**src/hw/rtl/expression_token_lexer_defines.svh**
```systemverilog
// Assertion macros for the expression token lexer.
`ifndef EXPRESSION_TOKEN_LEXER_DEFINES_SVH
`define EXPRESSION_TOKEN_LEXER_DEFINES_SVH

// Same-cycle implication, clocked on clk, off during reset.
`define ETL_ASSERT_NOW(label, ante, cons, msg) \
	label: assert property (@(posedge clk) disable iff (!arst_n) (ante) |-> (cons)) \
		else $error(msg);

// Next-cycle implication, clocked on clk, off during reset.
`define ETL_ASSERT_NEXT(label, ante, cons, msg) \
	label: assert property (@(posedge clk) disable iff (!arst_n) (ante) |=> (cons)) \
		else $error(msg);

`endif

```
**src/hw/rtl/etl_pkg.sv**
```systemverilog
// Types and constants shared by the expression token lexer.
`timescale 1ns / 1ps
`default_nettype none

package etl_pkg;

	typedef struct packed {
		logic [7:0] char_code;
		logic       end_of_expression;
	} char_word_t;

	typedef struct packed {
		logic [3:0]  token_kind;
		logic [7:0]  symbol;
		logic [2:0]  function_index;
		logic [31:0] mantissa;
		logic [3:0]  fraction_digits;
		logic        number_saturated;
		logic        is_unary;
		logic        last_in_run;
	} token_word_t;

	localparam logic [3:0] TK_NUMBER   = 4'd0;
	localparam logic [3:0] TK_VARIABLE = 4'd1;
	localparam logic [3:0] TK_FUNCTION = 4'd2;
	localparam logic [3:0] TK_LPAREN   = 4'd3;
	localparam logic [3:0] TK_RPAREN   = 4'd4;
	localparam logic [3:0] TK_SEP      = 4'd5;
	localparam logic [3:0] TK_ASSIGN   = 4'd6;
	localparam logic [3:0] TK_OPERATOR = 4'd7;
	localparam logic [3:0] TK_UNKNOWN  = 4'd8;
	localparam logic [3:0] TK_END      = 4'd9;

	localparam logic [7:0] CH_LPAREN = 8'h28;
	localparam logic [7:0] CH_RPAREN = 8'h29;
	localparam logic [7:0] CH_SEMI   = 8'h3B;
	localparam logic [7:0] CH_EQUAL  = 8'h3D;
	localparam logic [7:0] CH_PLUS   = 8'h2B;
	localparam logic [7:0] CH_MINUS  = 8'h2D;
	localparam logic [7:0] CH_STAR   = 8'h2A;
	localparam logic [7:0] CH_SLASH  = 8'h2F;
	localparam logic [7:0] CH_CARET  = 8'h5E;
	localparam logic [7:0] CH_DOT    = 8'h2E;
	localparam logic [7:0] CH_ZERO   = 8'h30;
	localparam logic [7:0] CH_NINE   = 8'h39;
	localparam logic [7:0] CH_UP_A   = 8'h41;
	localparam logic [7:0] CH_UP_Z   = 8'h5A;
	localparam logic [7:0] CH_LO_A   = 8'h61;
	localparam logic [7:0] CH_LO_Z   = 8'h7A;

	// clears the lower-case bit of a letter
	localparam logic [7:0] UPCASE_MASK = 8'hDF;

	// index 0 is SUM
	localparam logic [4:0][23:0] FUNC_NAMES = {"PRD", "AVG", "MAX", "MIN", "SUM"};

endpackage

`default_nettype wire

```
**src/hw/rtl/expression_token_lexer.sv**
```systemverilog
// Characters are registered at the input and their tokens in the token buffer.
// Throughput: one character per cycle while each causes at most one token
// and is taken; more tokens per character hold the lexer (one output port).
// Reset: asynchronous, active low; clears the scan state and both the input
// and token buffers; the name letter store is not cleared.
`timescale 1ns / 1ps
`default_nettype none

`include "expression_token_lexer_defines.svh"

module expression_token_lexer #(
	parameter int MANTISSA_BITS = 32
) (
	input  logic                clk,
	input  logic                arst_n,
	input  logic                char_valid,
	output logic                char_ready,
	input  etl_pkg::char_word_t char_word,
	output logic                token_valid,
	input  logic                token_ready,
	output etl_pkg::token_word_t token_word
);
	import etl_pkg::*;

	localparam logic [1:0] MODE_IDLE = 2'd0;
	localparam logic [1:0] MODE_NUM  = 2'd1;
	localparam logic [1:0] MODE_NAME = 2'd2;
	localparam logic [1:0] MODE_DROP = 2'd3;

	localparam logic [MANTISSA_BITS-1:0] MANT_MAX = '1;

	function automatic token_word_t simple_tok(logic [3:0] kind, logic [7:0] sym);
		token_word_t t;
		t = '0;
		t.token_kind = kind;
		t.symbol = sym;
		return t;
	endfunction

	function automatic token_word_t num_tok(logic [MANTISSA_BITS-1:0] v, logic [3:0] f,
			logic o);
		token_word_t t;
		t = '0;
		t.token_kind = TK_NUMBER;
		t.mantissa = 32'(v);
		t.fraction_digits = f;
		t.number_saturated = o;
		return t;
	endfunction

	function automatic token_word_t name_tok(logic [2:0] len, logic [7:0] l0,
			logic [7:0] l1, logic [7:0] l2);
		token_word_t t;
		logic [23:0] up;
		t = '0;
		up = {l0 & UPCASE_MASK, l1 & UPCASE_MASK, l2 & UPCASE_MASK};
		t.token_kind = TK_UNKNOWN;
		if (len == 3'd1) begin
			t.token_kind = TK_VARIABLE;
			t.symbol = l0;
		end else if (len == 3'd3) begin
			for (int k = 4; k >= 0; k--) begin
				if (up == FUNC_NAMES[k]) begin
					t.token_kind = TK_FUNCTION;
					t.function_index = 3'(k);
				end
			end
		end
		return t;
	endfunction

	// input stage
	logic       valid_s1;
	char_word_t word_s1;

	// scan state
	logic [1:0]               mode_q;
	logic                     expect_q;
	logic [MANTISSA_BITS-1:0] value_q;
	logic [3:0]               frac_q;
	logic [1:0]               dots_q;
	logic                     ovf_q;
	logic [2:0]               nlen_q;
	logic [7:0]               letters_q [3];

	// token buffer
	token_word_t obuf_q [3];
	logic [1:0]  ocnt_q;

	logic pop, buf_free, move;

	// next state and results
	logic [1:0]               mode_n;
	logic                     expect_n;
	logic [MANTISSA_BITS-1:0] value_n;
	logic [3:0]               frac_n;
	logic [1:0]               dots_n;
	logic                     ovf_n;
	logic [2:0]               nlen_n;
	logic [7:0]               letters_n [3];
	token_word_t              res [3];
	logic [1:0]               n;

	// number accumulate
	logic [7:0]               c;
	logic                     is_digit, is_dot, is_letter;
	logic [MANTISSA_BITS-1:0] base_v;
	logic [3:0]               base_f;
	logic [1:0]               base_d;
	logic                     base_o;
	logic [MANTISSA_BITS+3:0] bx, ext;
	logic                     fits;
	logic [MANTISSA_BITS-1:0] na_v;
	logic [3:0]               na_f;
	logic [1:0]               na_d;
	logic                     na_o;

	assign pop         = token_valid && token_ready;
	assign buf_free    = (ocnt_q == 2'd0) || ((ocnt_q == 2'd1) && pop);
	assign move        = valid_s1 && buf_free;
	assign char_ready  = !valid_s1 || move;
	assign token_valid = ocnt_q != 2'd0;
	assign token_word  = obuf_q[0];

	assign c         = word_s1.char_code;
	assign is_digit  = (c >= CH_ZERO) && (c <= CH_NINE);
	assign is_dot    = c == CH_DOT;
	assign is_letter = ((c >= CH_UP_A) && (c <= CH_UP_Z)) || ((c >= CH_LO_A) && (c <= CH_LO_Z));

	// continue from the running number or start from zero
	always_comb begin
		if (mode_q == MODE_NUM) begin
			base_v = value_q;
			base_f = frac_q;
			base_d = dots_q;
			base_o = ovf_q;
		end else begin
			base_v = '0;
			base_f = 4'd0;
			base_d = 2'd0;
			base_o = 1'b0;
		end
		bx   = {4'b0000, base_v};
		ext  = (bx << 3) + (bx << 1) + (MANTISSA_BITS + 4)'(c[3:0]);
		fits = ext[MANTISSA_BITS+3:MANTISSA_BITS] == 4'd0;
		na_v = base_v;
		na_f = base_f;
		na_d = base_d;
		na_o = base_o;
		if (is_dot) begin
			if (base_d < 2'd2) begin
				na_d = base_d + 2'd1;
			end
		end else if (base_d == 2'd0) begin
			if (fits) begin
				na_v = ext[MANTISSA_BITS-1:0];
			end else begin
				na_v = MANT_MAX;
				na_o = 1'b1;
			end
		end else if ((base_d == 2'd1) && (base_f < 4'd9) && fits) begin
			na_v = ext[MANTISSA_BITS-1:0];
			na_f = base_f + 4'd1;
		end
	end

	always_comb begin
		token_word_t t;
		mode_n    = mode_q;
		expect_n  = expect_q;
		value_n   = value_q;
		frac_n    = frac_q;
		dots_n    = dots_q;
		ovf_n     = ovf_q;
		nlen_n    = nlen_q;
		letters_n = letters_q;
		res[0]    = '0;
		res[1]    = '0;
		res[2]    = '0;
		n         = 2'd0;
		t         = '0;

		if ((mode_q == MODE_NUM) && (is_digit || is_dot)) begin
			value_n = na_v;
			frac_n  = na_f;
			dots_n  = na_d;
			ovf_n   = na_o;
		end else if ((mode_q == MODE_NAME) && is_letter) begin
			if (nlen_q < 3'd3) begin
				letters_n[nlen_q[1:0]] = c;
			end
			if (nlen_q < 3'd4) begin
				nlen_n = nlen_q + 3'd1;
			end
		end else if (mode_q != MODE_DROP) begin
			if (mode_q == MODE_NUM) begin
				res[n]   = num_tok(value_q, frac_q, ovf_q);
				n        = n + 2'd1;
				expect_n = 1'b0;
				mode_n   = MODE_IDLE;
			end else if (mode_q == MODE_NAME) begin
				t      = name_tok(nlen_q, letters_q[0], letters_q[1], letters_q[2]);
				res[n] = t;
				n      = n + 2'd1;
				if (t.token_kind == TK_VARIABLE) begin
					expect_n = 1'b0;
					mode_n   = MODE_IDLE;
				end else if (t.token_kind == TK_FUNCTION) begin
					expect_n = 1'b1;
					mode_n   = MODE_IDLE;
				end else begin
					mode_n = MODE_DROP;
				end
			end
			if (mode_n != MODE_DROP) begin
				if (is_digit || is_dot) begin
					mode_n  = MODE_NUM;
					value_n = na_v;
					frac_n  = na_f;
					dots_n  = na_d;
					ovf_n   = na_o;
				end else if (is_letter) begin
					mode_n       = MODE_NAME;
					letters_n[0] = c;
					nlen_n       = 3'd1;
				end else begin
					case (c) inside
						CH_LPAREN: begin
							res[n]   = simple_tok(TK_LPAREN, c);
							n        = n + 2'd1;
							expect_n = 1'b1;
						end
						CH_RPAREN: begin
							res[n]   = simple_tok(TK_RPAREN, c);
							n        = n + 2'd1;
							expect_n = 1'b0;
						end
						CH_SEMI: begin
							res[n]   = simple_tok(TK_SEP, c);
							n        = n + 2'd1;
							expect_n = 1'b1;
						end
						CH_EQUAL: begin
							res[n]   = simple_tok(TK_ASSIGN, c);
							n        = n + 2'd1;
							expect_n = 1'b1;
						end
						CH_PLUS, CH_MINUS, CH_STAR, CH_SLASH, CH_CARET: begin
							t          = simple_tok(TK_OPERATOR, c);
							t.is_unary = expect_n && ((c == CH_PLUS) || (c == CH_MINUS));
							res[n]     = t;
							n          = n + 2'd1;
							expect_n   = 1'b1;
						end
						default: begin
						end
					endcase
				end
			end
		end

		if (word_s1.end_of_expression) begin
			if (mode_n == MODE_NUM) begin
				res[n] = num_tok(value_n, frac_n, ovf_n);
				n      = n + 2'd1;
			end else if (mode_n == MODE_NAME) begin
				res[n] = name_tok(nlen_n, letters_n[0], letters_n[1], letters_n[2]);
				n      = n + 2'd1;
			end
			res[n]   = simple_tok(TK_END, 8'h00);
			n        = n + 2'd1;
			mode_n   = MODE_IDLE;
			expect_n = 1'b1;
			value_n  = '0;
			frac_n   = 4'd0;
			dots_n   = 2'd0;
			ovf_n    = 1'b0;
			nlen_n   = 3'd0;
		end

		if (n != 2'd0) begin
			res[n - 2'd1].last_in_run = 1'b1;
		end
	end

	always_ff @(posedge clk or negedge arst_n) begin
		if (!arst_n) begin
			valid_s1 <= 1'b0;
			ocnt_q   <= 2'd0;
			mode_q   <= MODE_IDLE;
			expect_q <= 1'b1;
			value_q  <= '0;
			frac_q   <= 4'd0;
			dots_q   <= 2'd0;
			ovf_q    <= 1'b0;
			nlen_q   <= 3'd0;
		end else begin
			if (char_ready) begin
				valid_s1 <= char_valid;
			end
			if (move) begin
				ocnt_q   <= n;
				mode_q   <= mode_n;
				expect_q <= expect_n;
				value_q  <= value_n;
				frac_q   <= frac_n;
				dots_q   <= dots_n;
				ovf_q    <= ovf_n;
				nlen_q   <= nlen_n;
			end else if (pop) begin
				ocnt_q <= ocnt_q - 2'd1;
			end
		end
	end

	always_ff @(posedge clk) begin
		if (char_valid && char_ready) begin
			word_s1 <= char_word;
		end
		if (move) begin
			letters_q <= letters_n;
			obuf_q    <= res;
		end else if (pop) begin
			obuf_q[0] <= obuf_q[1];
			obuf_q[1] <= obuf_q[2];
		end
	end

	`ETL_ASSERT_NOW(a_last_only_at_tail, token_valid && (ocnt_q > 2'd1), !token_word.last_in_run, "last_in_run set before end of run")
	`ETL_ASSERT_NOW(a_end_is_last, token_valid && (token_word.token_kind == TK_END), token_word.last_in_run, "end token not last in run")
	`ETL_ASSERT_NEXT(a_eoe_resets, move && word_s1.end_of_expression, (mode_q == MODE_IDLE) && expect_q && (nlen_q == 3'd0), "scan state not cleared after end of expression")

endmodule

`default_nettype wire

```
**config.mk**
```make
export PLATFORM = sky130hd
export DESIGN_NAME = expression_token_lexer
export DESIGN_NICKNAME = d
export VERILOG_FILES = /design/src/hw/rtl/etl_pkg.sv /design/src/hw/rtl/expression_token_lexer.sv
export VERILOG_INCLUDE_DIRS = /design/src /design/src/hw/rtl
export SDC_FILE = /design/constraint.sdc
export NUM_CORES = 1
export LEC_CHECK = 0
export ABC_AREA = 1
export BUFFER_PORTS_ARGS = -buffer_cell sky130_fd_sc_hd__buf_2
export CAP_MARGIN = 0
export CORE_MARGIN = 5
export CORE_UTILIZATION = 28
export DETAILED_ROUTE_END_ITERATION = 6
export PLACE_DENSITY_LB_ADDON = 0.15
export SLEW_MARGIN = 15
export SYNTH_ARGS = -nofsm -noshare
export SYNTH_HDL_FRONTEND = slang
export SYNTH_SLANG_ARGS = --single-unit
```
**constraint.sdc**
```tcl
create_clock -name clk -period 4.8 [get_ports clk]
set_input_delay 0.24 -clock clk [delete_from_list [all_inputs] [get_ports clk]]
set_output_delay 0.24 -clock clk [all_outputs]
set_load 0.01 [all_outputs]
```
==> flow_summary_export.csv <==
group,metric,value,unit
routing,detail_route.wl_per_cell,18.4,um
power,clock_power_share,20.8,%
cells_and_area,final_cells,3237,
clocking,path_clk_slew,0.06,ns
placed_design,dpl.cell_count,3163,
timing,setup_viol,0,
yosys,seq_area_frac_synth,39.6,%
timing,maxSlewHeadroom,27.4,%
floorplan,ioPinCount,69,
yosys,yosys.area.top_type,"edfxtp_1",
power,peakVddDrop,0.537,mV
yosys,async_flop_share,20.1,%
timing,fin_crit,4.40,ns
yosys,avgSynthCellArea,7.52,um^2
routing,drtIter0Drc,1077,
critical_path,start_kind,"flip-flop",
floorplan,core-area,61800,um^2
critical_path,crit_start,"mode_q[1]$_DFFE_PN0P_",
clocking,cts_buffers,34,
cells_and_area,utilization,32.5,%
timing,skew,0.0232,ns
yosys,ys.flop_type,"edfxtp_1",
clocking,clock_latency,0.55,ns
critical_path,r2r_start,"mode_q[1]$_DFFE_PN0P_",
timing,finalHoldViolations,0,
timing,finalWorstSetupSlack,0.395,ns
clocking,cts_root_buf,"clkbuf_16",
yosys,syn_area,17500,um^2
cells_and_area,drive_above_1_share,13.1,%
routing,vias,16000,
clocking,clock_path_buffers,3,
floorplan,initial_utilization,28.3,%
timing,post-route-period-util,91.8,%
clocking,h-tree-depth,2,
placed_design,dpl_worst_slack,0.0828,ns
critical_path,cp.arrival,4.67,ns
critical_path,r2r_setup_slack,0.40,ns
timing,worst_pin_slew,1.08,ns
power,swShare,44.4,%
power,combPwrFrac,46.5,%
cells_and_area,n_antenna_cell,0,
routing,wl,59400,um
floorplan,die_h,260,um
routing,drc,0,
yosys,synth.ff_latch_count,239,
routing,antenna_left,0,
critical_path,crit_end,"token_word[34]$_DFFE_PP_",
global_route,grt_max_degree,104,
routing,drt-vias-per-instance,4.93,
power,power_density,584,nW/um^2
placed_design,hpwl,41900,um
worst_hold_path,min_path_cells,4,
routing,drt_pass1_iterations,5,
critical_path,rr_worst_depth,22,
placed_design,numPortBuffers,68,
clocking,tritoncts,"done",
floorplan,dieArea,67700,um^2
timing,final_max_slew_viol_count,0,
yosys,synth.distinct_cells,64,
yosys,syn_inst,2330,
critical_path,r2r-end,"token_word[34]$_DFFE_PP_",
placed_design,globalplace.congestion,0.904,
floorplan,die_w,260,um
yosys,synth-edff-count,191,
clocking,clock-sinks,239,
worst_hold_path,min_path_type,"in2reg",
power,p_switching,5.22,mW
power,internal_power,6.53,mW
global_route,grt_pass1_vias,15800,
critical_path,cp_max_fo,6,
yosys,netlist.area_leader.share,32.7,%
yosys,ys_warn_count,0,
global_route,grtUsageTotal,17.4,%
global_route,grt_pass1_wl,93200,um
critical_path,cp-end-kind,"flip-flop",
yosys,synth.area.top_cells,"edfxtp_1 33%, nand2_1 15%, dfrtp_1 6.7%",
critical_path,required,5.07,ns
power,p_seq_share,32.7,%
cells_and_area,fin_nets,2476,
global_route,overflow,0,
yosys,synth.net_count,2430,
global_route,antenna_found_initial,1,
timing,fmax,0.227,GHz
power,p_leak,9.06,nW
critical_path,crit_type,"reg2reg",
run,cap_violations,0,
outcome,outcome,"finished, final reports clean",
cells_and_area,syn2layout_area_growth,14.8,%
floorplan,row_count,91,
layout by cell type (no fill, tap or decap), types with 46 or more instances in the layout:
master and instances:
edfxtp_1 191, o21ai_0 147, o21ai_1 46, inv_1 221, a21oi_1 136, buf_2 68, nor2_1 157, nand2_1 700
ha_1 81, dfrtp_1 47, buf_4 69, nand3_1 115
worst min path at each step:
stage | from | endpoint | slack (ns)
floorplan | arst_n | dots_q[0]$_DFFE_PN0P_ | -0.06
global placement | char_word[4] | c[3]$_DFFE_PP_ | 0.42
detailed placement | char_word[1] | c[0]$_DFFE_PP_ | 0.42
CTS | token_ready | valid_s1$_DFFE_PN0N_ | 0.07
global route | token_ready | valid_s1$_DFFE_PN0N_ | 0.14
finish | token_ready | valid_s1$_DFFE_PN0N_ | 0.09
timing repair:
action	in CTS	in global routing
endpoints found under the setup margin	0	125
gates resized for setup	0	40
setup buffers	0	3
endpoints found under the hold margin	57	0
hold buffers	11	0
power by group through the flow:
stage	clock (mW)	combinational, mW	sequential (mW)
after floorplan	0	3.78	3.82
after global placement	0	5.47	3.88
after detailed placement	0	5.47	3.89
after CTS	2.52	5.50	3.86
after global routing	2.60	6.11	3.94
final	2.44	5.47	3.85
flip-flops by register name, indices dropped and copies added (netlist names):
| name | count |
|---|---|
| c | 8 |
| dots_q | 2 |
| expect_q | 1 |
| frac_q | 4 |
| letters_q | 22 |
| mode_q | 2 |
| nlen_q | 3 |
| obuf_q | 106 |
| ocnt_q | 2 |
| ovf_q | 1 |
| token_word | 54 |
| valid_s1 | 1 |
| value_q | 32 |
| word_s1 | 1 |
synth_stat cells, types with 10 or more instances:
cell and instances:
nand2_1 705, inv_1 228, edfxtp_1 191, nor2_1 163, o21ai_0 150, a21oi_1 137, nand3_1 116, ha_1 85
buf_4 59, clkbuf_1 59, dfrtp_1 47, o21ai_1 43, nand4_1 32, nor3_1 31, buf_2 26, inv_2 25
o211ai_1 22, xor2_1 22, a22o_1 16, a31oi_1 15, nand2_2 11, o21ai_2 10
through the flow:
step | TNS [ns] | hold slack, ns | power, mW | area [um^2]
floorplan | 0 | -0.0556 | 7.60 | 17500
finish | 0 | 0.0903 | 11.8 | 20100
global placement | 0 | 0.417 | 9.35 | 18800
global route | -0.00290 | 0.139 | 12.7 | 20100
CTS | 0 | 0.0659 | 11.9 | 20000
detailed placement | 0 | 0.418 | 9.36 | 18800
area by class of cell:
class	count	area [um^2]
clock buffer	49	958
inverter	257	976
timing repair buffer	162	1230
fill	6556	41700
sequential	239	6940
tap	837	1050
clock inverter	11	83.8
multi-input combinational	1682	8890
layer usage:
metal	track usage (%)	share of wire (%)	vias to the layer above
li1	-	-	7851
met1	24.2	48	7636
met2	28.4	45	386
met3	2.60	4.6	87
met4	4.53	2.5	0
met5	0	0	-
logic make-up (layout without fill, tap and decap cells):
| group | count (synthesis) | after routing | synth area share, % |
|---|---|---|---|
| adders and majority gates | 87 | 87 | 6.30 |
| xor gates and xnor gates | 30 | 30 | 1.54 |
| and+or+nand+nor | 1102 | 1102 | 26.6 |
| AOI/OAI and AO/OA | 463 | 463 | 15.6 |
| DFF | 239 | 239 | 39.6 |
| buffers and inverters | 409 | 479 | 10.4 |
critical path: stages, from the launching register on:
cell	delay [ns]
dfrtp_1	0.38
inv_1	0.11
ha_4	0.21
nand2_1	0.14
fa_1	0.51
inv_1	0.06
ha_1	0.27
nand3_1	0.08
nand3_1	0.14
a21oi_1	0.27
o21ai_1	0.14
nand2_1	0.08
o211ai_1	0.13
a21boi_0	0.38
o21ai_0	0.20
xor2_1	0.23
o211ai_1	0.13
o21ai_0	0.11
nand2_1	0.09
nand2_1	0.14
nand3_1	0.12
nand2_1	0.08
nand2_1	0.11
No activity file was read; power rests on OpenSTA's default activity.
